[src/hw/rtl/pidfd_pkg.sv]
// Package for the filtered-derivative PID controller.
// Holds the channel payload types, register indexes and fixed constants.
// No dependencies.
package pidfd_pkg;

    // Sample and result payloads
    typedef struct packed {
        logic        cmd;
        logic [15:0] measurement;
        logic [31:0] timestamp;
    } sample_t;

    typedef struct packed {
        logic [15:0] drive;
        logic        at_target;
    } result_t;

    // Command codes
    localparam logic CMD_SAMPLE  = 1'b0;
    localparam logic CMD_RESTART = 1'b1;

    // Configuration register indexes
    localparam int CFG_INDEX_W = 3;
    localparam logic [CFG_INDEX_W-1:0] CFG_TARGET       = 3'd0;
    localparam logic [CFG_INDEX_W-1:0] CFG_P_GAIN       = 3'd1;
    localparam logic [CFG_INDEX_W-1:0] CFG_I_GAIN       = 3'd2;
    localparam logic [CFG_INDEX_W-1:0] CFG_D_GAIN       = 3'd3;
    localparam logic [CFG_INDEX_W-1:0] CFG_MAX_OUTPUT   = 3'd4;
    localparam logic [CFG_INDEX_W-1:0] CFG_LOWPASS_COEF = 3'd5;

    // Shared serial unit widths
    localparam int MUL_A_W = 48;
    localparam int MUL_B_W = 32;
    localparam int MUL_P_W = MUL_A_W + MUL_B_W;
    localparam int DIV_N_W = 48;
    localparam int DIV_D_W = 32;

    // Microseconds per second, and one in Q1.16
    localparam logic [DIV_D_W-1:0] US_PER_SEC = 32'd1000000;
    localparam logic [16:0]        COEF_ONE   = 17'd65536;

endpackage

[src/hw/rtl/pidfd_mul.sv]
// Bit-serial unsigned shift-add multiplier, one multiplier bit per cycle.
// Depends on pidfd_pkg for operand widths.
module pidfd_mul
(
    input  logic                          clk,
    input  logic                          rst_n,
    input  logic                          start,
    input  logic [pidfd_pkg::MUL_A_W-1:0] a,
    input  logic [pidfd_pkg::MUL_B_W-1:0] b,
    output logic                          done,
    output logic [pidfd_pkg::MUL_P_W-1:0] product
);

    localparam int AW = pidfd_pkg::MUL_A_W;
    localparam int BW = pidfd_pkg::MUL_B_W;
    localparam int PW = pidfd_pkg::MUL_P_W;
    localparam int CW = $clog2(BW);

    logic [PW-1:0] acc_reg;
    logic [AW-1:0] a_reg;
    logic [CW-1:0] cnt_reg;
    logic          busy_reg;
    logic          done_reg;
    logic [AW:0]   upper;

    // Add the multiplicand into the upper half when the low bit is set
    assign upper = acc_reg[0] ? ({1'b0, acc_reg[PW-1:BW]} + {1'b0, a_reg})
                              : {1'b0, acc_reg[PW-1:BW]};

    always_ff @(posedge clk or negedge rst_n)
    begin
        if (!rst_n)
        begin
            acc_reg  <= '0;
            a_reg    <= '0;
            cnt_reg  <= '0;
            busy_reg <= 1'b0;
            done_reg <= 1'b0;
        end
        else
        begin
            done_reg <= 1'b0;
            if (start)
            begin
                acc_reg  <= {{AW{1'b0}}, b};
                a_reg    <= a;
                cnt_reg  <= CW'(BW - 1);
                busy_reg <= 1'b1;
            end
            else if (busy_reg)
            begin
                acc_reg <= {upper, acc_reg[BW-1:1]};
                cnt_reg <= cnt_reg - 1'b1;
                if (cnt_reg == '0)
                begin
                    busy_reg <= 1'b0;
                    done_reg <= 1'b1;
                end
            end
        end
    end

    assign done    = done_reg;
    assign product = acc_reg;

endmodule

[src/hw/rtl/pidfd_div.sv]
// Bit-serial unsigned restoring divider, one quotient bit per cycle.
// Depends on pidfd_pkg for operand widths.
module pidfd_div
(
    input  logic                          clk,
    input  logic                          rst_n,
    input  logic                          start,
    input  logic [pidfd_pkg::DIV_N_W-1:0] num,
    input  logic [pidfd_pkg::DIV_D_W-1:0] den,
    output logic                          done,
    output logic [pidfd_pkg::DIV_N_W-1:0] quot
);

    localparam int NW = pidfd_pkg::DIV_N_W;
    localparam int DW = pidfd_pkg::DIV_D_W;
    localparam int CW = $clog2(NW);

    logic [DW-1:0] rem_reg;
    logic [NW-1:0] quo_reg;
    logic [DW-1:0] den_reg;
    logic [CW-1:0] cnt_reg;
    logic          busy_reg;
    logic          done_reg;
    logic [DW:0]   trial;
    logic [DW:0]   diff;
    logic          fits;

    assign trial = {rem_reg, quo_reg[NW-1]};
    assign diff  = trial - {1'b0, den_reg};
    assign fits  = (trial >= {1'b0, den_reg});

    always_ff @(posedge clk or negedge rst_n)
    begin
        if (!rst_n)
        begin
            rem_reg  <= '0;
            quo_reg  <= '0;
            den_reg  <= '0;
            cnt_reg  <= '0;
            busy_reg <= 1'b0;
            done_reg <= 1'b0;
        end
        else
        begin
            done_reg <= 1'b0;
            if (start)
            begin
                rem_reg  <= '0;
                quo_reg  <= num;
                den_reg  <= den;
                cnt_reg  <= CW'(NW - 1);
                busy_reg <= 1'b1;
            end
            else if (busy_reg)
            begin
                rem_reg <= fits ? diff[DW-1:0] : trial[DW-1:0];
                quo_reg <= {quo_reg[NW-2:0], fits};
                cnt_reg <= cnt_reg - 1'b1;
                if (cnt_reg == '0)
                begin
                    busy_reg <= 1'b0;
                    done_reg <= 1'b1;
                end
            end
        end
    end

    assign done = done_reg;
    assign quot = quo_reg;

endmodule

[src/hw/rtl/pid_controller_filtered_derivative.sv]
// PID controller with trapezoidal integral and lowpass-filtered derivative.
// Depends on pidfd_pkg, pidfd_mul and pidfd_div.
//
// Each sample transfer (cmd = 0) computes error = measurement - target, grows
// the error integral by the trapezoidal rule over the elapsed microseconds,
// smooths the raw derivative through a first-order lowpass, and returns one
// result: the negated P + clamped I + clamped D sum saturated to an unsigned
// Q0.16 drive, plus an at_target flag (error above zero). A restart transfer
// (cmd = 1) clears the controller state, records its timestamp and returns
// nothing; it leaves sample_stall low. The work for a sample runs as a
// sequence of operations on one bit-serial multiplier (five per sample) and
// one bit-serial divider (one to three per sample: the elapsed-time division,
// the derivative division unless no time has elapsed, and an integral
// rewrite when the integral term hits its lower clamp), each with a start and
// a done step, then a load of the output register, which waits while an
// earlier result is stalled. One sample is in flight at a time; sample_stall
// stays high until its result is in the output register, which holds the
// result while the next sample is taken.
// Configuration writes are taken any cycle and must only be made while idle.
module pid_controller_filtered_derivative
(
    input  logic                                    clk,
    input  logic                                    rst_n,
    input  logic                                    sample_valid,
    output logic                                    sample_stall,
    input  pidfd_pkg::sample_t                      sample,
    output logic                                    result_valid,
    input  logic                                    result_stall,
    output pidfd_pkg::result_t                      result,
    input  logic                                    cfg_we,
    input  logic [pidfd_pkg::CFG_INDEX_W-1:0]       cfg_index,
    input  logic [31:0]                             cfg_data
);

    // Sequencer: idle, one state per serial operation, then output
    typedef enum logic [9:0] {
        ST_IDLE  = 10'b0000000001,
        ST_DTQ   = 10'b0000000010,
        ST_INTEG = 10'b0000000100,
        ST_RAW   = 10'b0000001000,
        ST_FILT  = 10'b0000010000,
        ST_PT    = 10'b0000100000,
        ST_IT    = 10'b0001000000,
        ST_CLIP  = 10'b0010000000,
        ST_DTERM = 10'b0100000000,
        ST_OUT   = 10'b1000000000
    } state_t;

    // Configuration registers
    logic [15:0] target_reg;
    logic [31:0] p_gain_reg;
    logic [31:0] i_gain_reg;
    logic [31:0] d_gain_reg;
    logic [19:0] max_output_reg;
    logic [16:0] lowpass_coef_reg;

    // Controller state
    logic        [31:0] last_time_reg;
    logic signed [16:0] last_error_reg, last_error_next;
    logic signed [47:0] integral_reg, integral_next;
    logic signed [39:0] fderiv_reg, fderiv_next;

    // Per-sample working registers
    state_t             state_reg, state_next;
    logic               go_reg, go_next;
    logic signed [16:0] err_reg;
    logic        [31:0] dt_reg;
    logic        [28:0] dtq_reg, dtq_next;
    logic signed [39:0] raw_reg, raw_next;
    logic signed [41:0] pt_reg, pt_next;
    logic signed [20:0] iterm_reg, iterm_next;
    logic signed [20:0] dterm_reg, dterm_next;

    // Output register
    logic               result_valid_reg, result_valid_next;
    pidfd_pkg::result_t result_reg, result_next;

    // Serial unit hookup
    logic                          mul_start, mul_done;
    logic [pidfd_pkg::MUL_A_W-1:0] mul_a;
    logic [pidfd_pkg::MUL_B_W-1:0] mul_b;
    logic [pidfd_pkg::MUL_P_W-1:0] mul_p;
    logic                          div_start, div_done;
    logic [pidfd_pkg::DIV_N_W-1:0] div_num;
    logic [pidfd_pkg::DIV_D_W-1:0] div_den;
    logic [pidfd_pkg::DIV_N_W-1:0] div_q;

    logic sample_acc;

    // Operand preparation
    logic signed [16:0] err_new;
    logic signed [17:0] esum, de;
    logic        [17:0] esum_mag, de_mag;
    logic        [16:0] err_mag;
    logic        [37:0] raw_num;
    logic signed [40:0] fdiff;
    logic        [40:0] fdiff_mag;
    logic        [16:0] coef_eff;
    logic        [31:0] p_mag, i_mag, d_mag;
    logic        [47:0] integral_mag;
    logic        [39:0] fderiv_mag;
    logic        [18:0] half;

    // Result shaping
    logic signed [48:0] inc_full;
    logic signed [47:0] inc_half;
    logic signed [49:0] isum;
    logic        [37:0] raw_q;
    logic signed [58:0] fprod;
    logic signed [42:0] fstep;
    logic signed [43:0] fsum;
    logic        [40:0] pt_m;
    logic        [55:0] it_m;
    logic signed [56:0] it_s;
    logic signed [56:0] half_neg;
    logic        [43:0] clip_q;
    logic        [71:0] dt_m;
    logic        [19:0] dt_clamped;
    logic signed [43:0] tsum, total;

    assign sample_acc   = sample_valid && !sample_stall;
    assign sample_stall = (state_reg != ST_IDLE);
    assign result_valid = result_valid_reg;
    assign result       = result_reg;

    always_comb
    begin
        err_new  = 17'(signed'(sample.measurement)) - 17'(signed'(target_reg));
        esum     = 18'(err_reg) + 18'(last_error_reg);
        de       = 18'(err_reg) - 18'(last_error_reg);
        esum_mag = esum[17] ? 18'(-esum) : 18'(esum);
        de_mag   = de[17] ? 18'(-de) : 18'(de);
        err_mag  = err_reg[16] ? 17'(-err_reg) : 17'(err_reg);
        raw_num  = 38'(de_mag) * 38'(pidfd_pkg::US_PER_SEC);
        fdiff    = 41'(raw_reg) - 41'(fderiv_reg);
        fdiff_mag = fdiff[40] ? 41'(-fdiff) : 41'(fdiff);
        coef_eff = (lowpass_coef_reg > pidfd_pkg::COEF_ONE) ? pidfd_pkg::COEF_ONE
                                                             : lowpass_coef_reg;
        p_mag    = p_gain_reg[31] ? (32'd0 - p_gain_reg) : p_gain_reg;
        i_mag    = i_gain_reg[31] ? (32'd0 - i_gain_reg) : i_gain_reg;
        d_mag    = d_gain_reg[31] ? (32'd0 - d_gain_reg) : d_gain_reg;
        integral_mag = integral_reg[47] ? 48'(-integral_reg) : 48'(integral_reg);
        fderiv_mag   = fderiv_reg[39] ? 40'(-fderiv_reg) : 40'(fderiv_reg);
        half     = max_output_reg[19:1];
    end

    // Steer operands to the shared units by state
    always_comb
    begin
        mul_a   = '0;
        mul_b   = '0;
        div_num = '0;
        div_den = '0;
        case (state_reg)
            ST_DTQ:
            begin
                div_num = {dt_reg, 16'd0};
                div_den = pidfd_pkg::US_PER_SEC;
            end
            ST_INTEG:
            begin
                mul_a = 48'(esum_mag);
                mul_b = 32'(dtq_reg);
            end
            ST_RAW:
            begin
                div_num = 48'(raw_num);
                div_den = dt_reg;
            end
            ST_FILT:
            begin
                mul_a = 48'(fdiff_mag);
                mul_b = 32'(coef_eff);
            end
            ST_PT:
            begin
                mul_a = 48'(err_mag);
                mul_b = p_mag;
            end
            ST_IT:
            begin
                mul_a = integral_mag;
                mul_b = i_mag;
            end
            ST_CLIP:
            begin
                div_num = 48'({half, 24'd0});
                div_den = i_mag;
            end
            ST_DTERM:
            begin
                mul_a = 48'(fderiv_mag);
                mul_b = d_mag;
            end
            default:
            begin
                mul_a = '0;
            end
        endcase
    end

    assign mul_start = go_reg && ((state_reg == ST_INTEG) || (state_reg == ST_FILT) ||
                                  (state_reg == ST_PT) || (state_reg == ST_IT) ||
                                  (state_reg == ST_DTERM));
    assign div_start = go_reg && ((state_reg == ST_DTQ) || (state_reg == ST_CLIP) ||
                                  ((state_reg == ST_RAW) && (dt_reg != '0)));

    // Sign, scale and saturate the unit results
    always_comb
    begin
        inc_full = esum[17] ? -49'(mul_p[47:0]) : 49'(mul_p[47:0]);
        inc_half = 48'(inc_full >>> 1);
        isum     = 50'(integral_reg) + 50'(inc_half);

        raw_q    = div_q[37:0];

        fprod    = fdiff[40] ? -59'(mul_p[57:0]) : 59'(mul_p[57:0]);
        fstep    = 43'(fprod >>> 16);
        fsum     = 44'(fderiv_reg) + 44'(fstep);

        pt_m     = mul_p[48:8];
        it_m     = mul_p[79:24];
        it_s     = (i_gain_reg[31] ^ integral_reg[47]) ? -57'(it_m) : 57'(it_m);
        half_neg = -57'(half);
        clip_q   = div_q[43:0];

        dt_m       = mul_p[79:8];
        dt_clamped = (dt_m > 72'(max_output_reg)) ? max_output_reg : dt_m[19:0];

        tsum  = 44'(pt_reg) + 44'(iterm_reg) + 44'(dterm_reg);
        total = -tsum;
    end

    always_comb
    begin
        state_next        = state_reg;
        go_next           = 1'b0;
        last_error_next   = last_error_reg;
        integral_next     = integral_reg;
        fderiv_next       = fderiv_reg;
        dtq_next          = dtq_reg;
        raw_next          = raw_reg;
        pt_next           = pt_reg;
        iterm_next        = iterm_reg;
        dterm_next        = dterm_reg;
        result_next       = result_reg;
        result_valid_next = result_valid_reg && result_stall;

        case (state_reg)
            ST_IDLE:
            begin
                if (sample_acc)
                begin
                    if (sample.cmd == pidfd_pkg::CMD_RESTART)
                    begin
                        last_error_next = '0;
                        integral_next   = '0;
                        fderiv_next     = '0;
                    end
                    else
                    begin
                        state_next = ST_DTQ;
                        go_next    = 1'b1;
                    end
                end
            end
            ST_DTQ:
            begin
                if (div_done)
                begin
                    dtq_next   = div_q[28:0];
                    state_next = ST_INTEG;
                    go_next    = 1'b1;
                end
            end
            ST_INTEG:
            begin
                if (mul_done)
                begin
                    // Saturate the trapezoid sum to 48 bits
                    if ((isum[49:47] == 3'b000) || (isum[49:47] == 3'b111))
                        integral_next = isum[47:0];
                    else if (isum[49])
                        integral_next = {1'b1, 47'd0};
                    else
                        integral_next = {1'b0, {47{1'b1}}};
                    state_next = ST_RAW;
                    go_next    = 1'b1;
                end
            end
            ST_RAW:
            begin
                if (go_reg && (dt_reg == '0))
                begin
                    // No elapsed time: no raw derivative
                    raw_next   = '0;
                    state_next = ST_FILT;
                    go_next    = 1'b1;
                end
                else if (div_done)
                begin
                    raw_next   = de[17] ? -40'(raw_q) : 40'(raw_q);
                    state_next = ST_FILT;
                    go_next    = 1'b1;
                end
            end
            ST_FILT:
            begin
                if (mul_done)
                begin
                    if ((fsum[43:39] == 5'b00000) || (fsum[43:39] == 5'b11111))
                        fderiv_next = fsum[39:0];
                    else if (fsum[43])
                        fderiv_next = {1'b1, 39'd0};
                    else
                        fderiv_next = {1'b0, {39{1'b1}}};
                    last_error_next = err_reg;
                    state_next      = ST_PT;
                    go_next         = 1'b1;
                end
            end
            ST_PT:
            begin
                if (mul_done)
                begin
                    pt_next    = (p_gain_reg[31] ^ err_reg[16]) ? -42'(pt_m) : 42'(pt_m);
                    state_next = ST_IT;
                    go_next    = 1'b1;
                end
            end
            ST_IT:
            begin
                if (mul_done)
                begin
                    go_next = 1'b1;
                    if (it_s < half_neg)
                    begin
                        iterm_next = -21'(half);
                        state_next = (i_gain_reg != '0) ? ST_CLIP : ST_DTERM;
                    end
                    else if (it_s > 57'sd0)
                    begin
                        iterm_next    = '0;
                        integral_next = '0;
                        state_next    = ST_DTERM;
                    end
                    else
                    begin
                        iterm_next = it_s[20:0];
                        state_next = ST_DTERM;
                    end
                end
            end
            ST_CLIP:
            begin
                if (div_done)
                begin
                    // Rewrite the integral to sit on the lower bound
                    integral_next = i_gain_reg[31] ? 48'(clip_q) : -48'(clip_q);
                    state_next    = ST_DTERM;
                    go_next       = 1'b1;
                end
            end
            ST_DTERM:
            begin
                if (mul_done)
                begin
                    dterm_next = (d_gain_reg[31] ^ fderiv_reg[39]) ? -21'(dt_clamped)
                                                                   : 21'(dt_clamped);
                    state_next = ST_OUT;
                end
            end
            ST_OUT:
            begin
                // Load the output register once the previous result has left
                if (!result_valid_reg || !result_stall)
                begin
                    if (total[43])
                        result_next.drive = '0;
                    else if (total > 44'sd65535)
                        result_next.drive = 16'hFFFF;
                    else
                        result_next.drive = total[15:0];
                    result_next.at_target = !err_reg[16] && (err_reg != '0);
                    result_valid_next     = 1'b1;
                    state_next            = ST_IDLE;
                end
            end
            default:
            begin
                state_next = ST_IDLE;
            end
        endcase
    end

    always_ff @(posedge clk or negedge rst_n)
    begin
        if (!rst_n)
        begin
            state_reg        <= ST_IDLE;
            go_reg           <= 1'b0;
            result_valid_reg <= 1'b0;
            result_reg       <= '0;
            last_time_reg    <= '0;
            last_error_reg   <= '0;
            integral_reg     <= '0;
            fderiv_reg       <= '0;
            err_reg          <= '0;
            dt_reg           <= '0;
            dtq_reg          <= '0;
            raw_reg          <= '0;
            pt_reg           <= '0;
            iterm_reg        <= '0;
            dterm_reg        <= '0;
        end
        else
        begin
            state_reg        <= state_next;
            go_reg           <= go_next;
            result_valid_reg <= result_valid_next;
            result_reg       <= result_next;
            last_error_reg   <= last_error_next;
            integral_reg     <= integral_next;
            fderiv_reg       <= fderiv_next;
            dtq_reg          <= dtq_next;
            raw_reg          <= raw_next;
            pt_reg           <= pt_next;
            iterm_reg        <= iterm_next;
            dterm_reg        <= dterm_next;
            if (sample_acc)
            begin
                // Record time on every transfer; capture error and interval
                last_time_reg <= sample.timestamp;
                err_reg       <= err_new;
                dt_reg        <= sample.timestamp - last_time_reg;
            end
        end
    end

    // Configuration writes
    always_ff @(posedge clk or negedge rst_n)
    begin
        if (!rst_n)
        begin
            target_reg       <= '0;
            p_gain_reg       <= '0;
            i_gain_reg       <= '0;
            d_gain_reg       <= '0;
            max_output_reg   <= 20'd65536;
            lowpass_coef_reg <= pidfd_pkg::COEF_ONE;
        end
        else if (cfg_we)
        begin
            case (cfg_index)
                pidfd_pkg::CFG_TARGET:       target_reg       <= cfg_data[15:0];
                pidfd_pkg::CFG_P_GAIN:       p_gain_reg       <= cfg_data;
                pidfd_pkg::CFG_I_GAIN:       i_gain_reg       <= cfg_data;
                pidfd_pkg::CFG_D_GAIN:       d_gain_reg       <= cfg_data;
                pidfd_pkg::CFG_MAX_OUTPUT:   max_output_reg   <= cfg_data[19:0];
                pidfd_pkg::CFG_LOWPASS_COEF: lowpass_coef_reg <= cfg_data[16:0];
                default:                     target_reg       <= target_reg;
            endcase
        end
    end

    pidfd_mul u_mul
    (
        .clk     (clk),
        .rst_n   (rst_n),
        .start   (mul_start),
        .a       (mul_a),
        .b       (mul_b),
        .done    (mul_done),
        .product (mul_p)
    );

    pidfd_div u_div
    (
        .clk   (clk),
        .rst_n (rst_n),
        .start (div_start),
        .num   (div_num),
        .den   (div_den),
        .done  (div_done),
        .quot  (div_q)
    );

endmodule

[config.mk]
export PLATFORM = sky130hd
export DESIGN_NAME = pid_controller_filtered_derivative
export DESIGN_NICKNAME = d
export VERILOG_FILES = /design/src/hw/rtl/pidfd_pkg.sv /design/src/hw/rtl/pidfd_mul.sv /design/src/hw/rtl/pidfd_div.sv /design/src/hw/rtl/pid_controller_filtered_derivative.sv
export SDC_FILE = /design/constraint.sdc
export NUM_CORES = 2
export LEC_CHECK = 0
export BUFFER_PORTS_ARGS = -buffer_cell sky130_fd_sc_hd__buf_2
export CORE_ASPECT_RATIO = 0.9
export CORE_MARGIN = 4
export CORE_UTILIZATION = 40
export DETAILED_ROUTE_END_ITERATION = 6
export GPL_ROUTABILITY_DRIVEN = 0
export GPL_TIMING_DRIVEN = 0
export PLACE_DENSITY = 0.66
export SYNTH_ARGS = -nofsm -noshare
export SYNTH_HDL_FRONTEND = slang
export SYNTH_SLANG_ARGS = --single-unit
[constraint.sdc]
create_clock -name clk -period 12.89 [get_ports clk]
set_input_delay 1.9335 -clock clk [delete_from_list [all_inputs] [get_ports clk]]
set_output_delay 1.9335 -clock clk [all_outputs]
set_load 0.02 [all_outputs]
==> impl_metrics.toml <==
[outcome]
status = "finished with violations"
violations = "DRC, capacitance limit, slew limit"

[synth]
synth-async-reset-ratio_pct = 100
syn_area_um2 = 71300
synth_edf_count = 0
ys_types = 97
postSynthCellCount = 8627
synth_nets = 9416
synth_fa_ha_area_share_pct = 13.5
synth_xor_area_share_pct = 10.3
synthMuxAreaShare_pct = 5.23
synth-compound-area-share_pct = 22.4
synth-seq-area-share_pct = 27.1
ys_ff_latch = 772
avgSynthCellArea_um2 = 8.27
synthSimpleGateAreaFrac_pct = 15.9
synth-main-ff-cell = "dfrtp_1"
synth_top_family_by_area = "compound AO/OA/AOI/OAI gates"
synth_warnings = 0

[routing]
ant_nets = 0
viasPerCell = 6.29
drt-initial-drc-count = 9976
totalWireLength_mm = 289
wl_per_cell_um = 25.6
dr.pass1.iters = 7
drc = 129
vias = 71100

[sta]
finalHoldViolCount = 0
period_share_pct = 88.2
max-slew-margin-rel_pct = -10.6
tightestPinTransition_ns = 1.62
drv_slew = 15
fmax_mhz = 88.0
period_minus_slack_ns = 11.37
rsz0062_at_grt = "no"
setup-violations-final = 0
finClkSkew_ns = 0.0659

[critical_path]
path_common_cell = "o21ai_0"
cpMaxStageDelayCell = "xnor2_1"
worstSetupStartpointType = "register"
critPathMaxStageDelay_ns = 0.88
end_kind = "register"
arrival_ns = 12.00
setup.worst_path.class = "register to register"
cp_max_fo = 10
cp_data_required_time_ns = 13.52

[global_route]
grt_pass1_vias = 66600
grt-ovfl-total = 0
grt_max_degree = 124
track_usage_pct = 30.1
grt_pass1_wl_mm = 427
antenna_found_initial = 27

[cells_and_area]
nets = 9628
drive_above_1_share_pct = 6.47
largest_reg_flops = 80
syn2layout_area_growth_pct = 9.85
final_cells = 11300

[place]
dp_hpwl_mm = 230
numPortBuffers = 107
place_inst = 11100

[cts]
insertion_delay_ns = 0.79
tritoncts = "built"
postCtsHoldBufs = 0
clock_sinks = 772
cts_resized = 0
clkTransAtPathRegs_ns = 0.06
clockBufferDepth = 3
cts_buffers = 88
h-tree-depth = 3
post-cts-setup-buffer-count = 0
root_buffer = "clkbuf_16"

[job]
cap_violations = 3

[floorplanning]
die_x_um = 453
core_region_area_um2 = 177000
die_y_um = 409
num_rows = 146
die-area_um2 = 185000
start_util_pct = 40.4
io_pins = 108

[hold_path]
hold_path_class = "register to register"
## layout by cell type (no fill, tap or decap), drive strengths merged, types with 170 or more instances in the layout
cell | Yosys | final
xor2 | 375 | 375
mux2 | 180 | 180
dfrtp | 769 | 769
a21oi | 640 | 640
nand2 | 782 | 782
mux2i | 170 | 170
clkbuf | 437 | 558
inv | 566 | 566
a21o | 208 | 208
o21ai | 763 | 763
nor2 | 594 | 594
xnor2 | 466 | 466
ha | 586 | 586
## synth_stat cells, types with 134 or more instances
| master | n | area, um2 |
|---|---|---|
| ha_1 | 586 | 7330 |
| nor3_1 | 166 | 831 |
| xor2_1 | 375 | 3280 |
| xnor2_1 | 466 | 4080 |
| mux2_2 | 180 | 2030 |
| dfrtp_1 | 769 | 19200 |
| nand3_1 | 134 | 671 |
| mux2i_1 | 169 | 1690 |
| inv_1 | 563 | 2110 |
| nor2_1 | 594 | 2230 |
| a21o_1 | 208 | 1560 |
| a21oi_1 | 640 | 3200 |
| nand2_1 | 781 | 2930 |
| o21ai_0 | 734 | 3670 |
| clkbuf_1 | 434 | 1630 |
## final cells by class
type	instances	area, um2
fillers	17400	98300
multi-input cells	6807	48100
flip-flops and latches	772	19300
well taps	2368	2960
clock buffers	118	2490
inverters	567	2130
plain buffers	481	1840
repair buffers	122	778
clock inverters	42	708
diodes	18	45.0
## final timing paths
check | start | endpoint | slack, ns | depth (start not counted)
worst max-delay path | err_reg[1]$_DFFE_PN0P_ | u_div.quot[36]$_DFFE_PN0P_ | 1.52 | 36
worst min-delay path | result[0]$_DFFE_PN0P_ | result[0]$_DFFE_PN0P_ | 0.49 | 2
worst max register to register | err_reg[1]$_DFFE_PN0P_ | u_div.quot[36]$_DFFE_PN0P_ | 1.52 | 36
worst min register to register | result[0]$_DFFE_PN0P_ | result[0]$_DFFE_PN0P_ | 0.49 | 2
max in group asynchronous | rst_n | u_div.rem_reg[12]$_DFFE_PN0P_ | 8.95 | 5
min in group asynchronous | rst_n | fderiv_reg[29]$_DFFE_PN0P_ | 1.31 | 1
## logic make-up (layout without fill, tap and decap cells)
kind of cell / Yosys count / count (layout)
XOR/XNOR: 841 / 841
adder cells (fa/ha/maj): 700 / 700
AO/OA/AOI/OAI: 2548 / 2548
flip-flops: 772 / 772
multiplexers: 350 / 350
AND/OR/NAND/NOR: 2368 / 2368
other: 0 / 18
buffers and inverters: 1048 / 1330
## critical path: cells and delay by family (launching register included)
family                     cells  cell delay, ns
adders and majority gates      8            3.36
AOI/OAI and AO/OA             16            4.38
buffers and inverters          6            0.86
muxes                          1            0.25
DFF                            1            0.58
xor gates and xnor gates       1            0.88
and+or+nand+nor                4            0.95
## metal layers
metal	vias to the layer above	global-route usage (%)	routed length [um]
met4	20	16.8	20500
li1	31300	-	-
met2	4682	43.0	117000
met1	33900	38.9	112000
met5	-	0.234	189
met3	1083	11.1	39600
## per-stage QoR
| step | util (%) | instance area (um2) | hold WS, ns | setup TNS, ns | setup WS (ns) |
|---|---|---|---|---|---|
| after global placement | 42.4 | 74800 | 0.460 | -5429.45 | -7.34 |
| final | 44.4 | 78400 | 0.485 | 0 | 1.52 |
| after global routing | 44.4 | 78300 | 0.503 | 0 | 0.955 |
| after detailed placement | 42.5 | 75100 | 0.470 | 0 | 1.91 |
| after floorplan | - | 71300 | 0.447 | 0 | 3.95 |
| after CTS | 44.3 | 78300 | 0.483 | 0 | 1.83 |
Power is not shown: default switching activity piles up to over one toggle a cycle in this logic, so the estimate is an artifact.
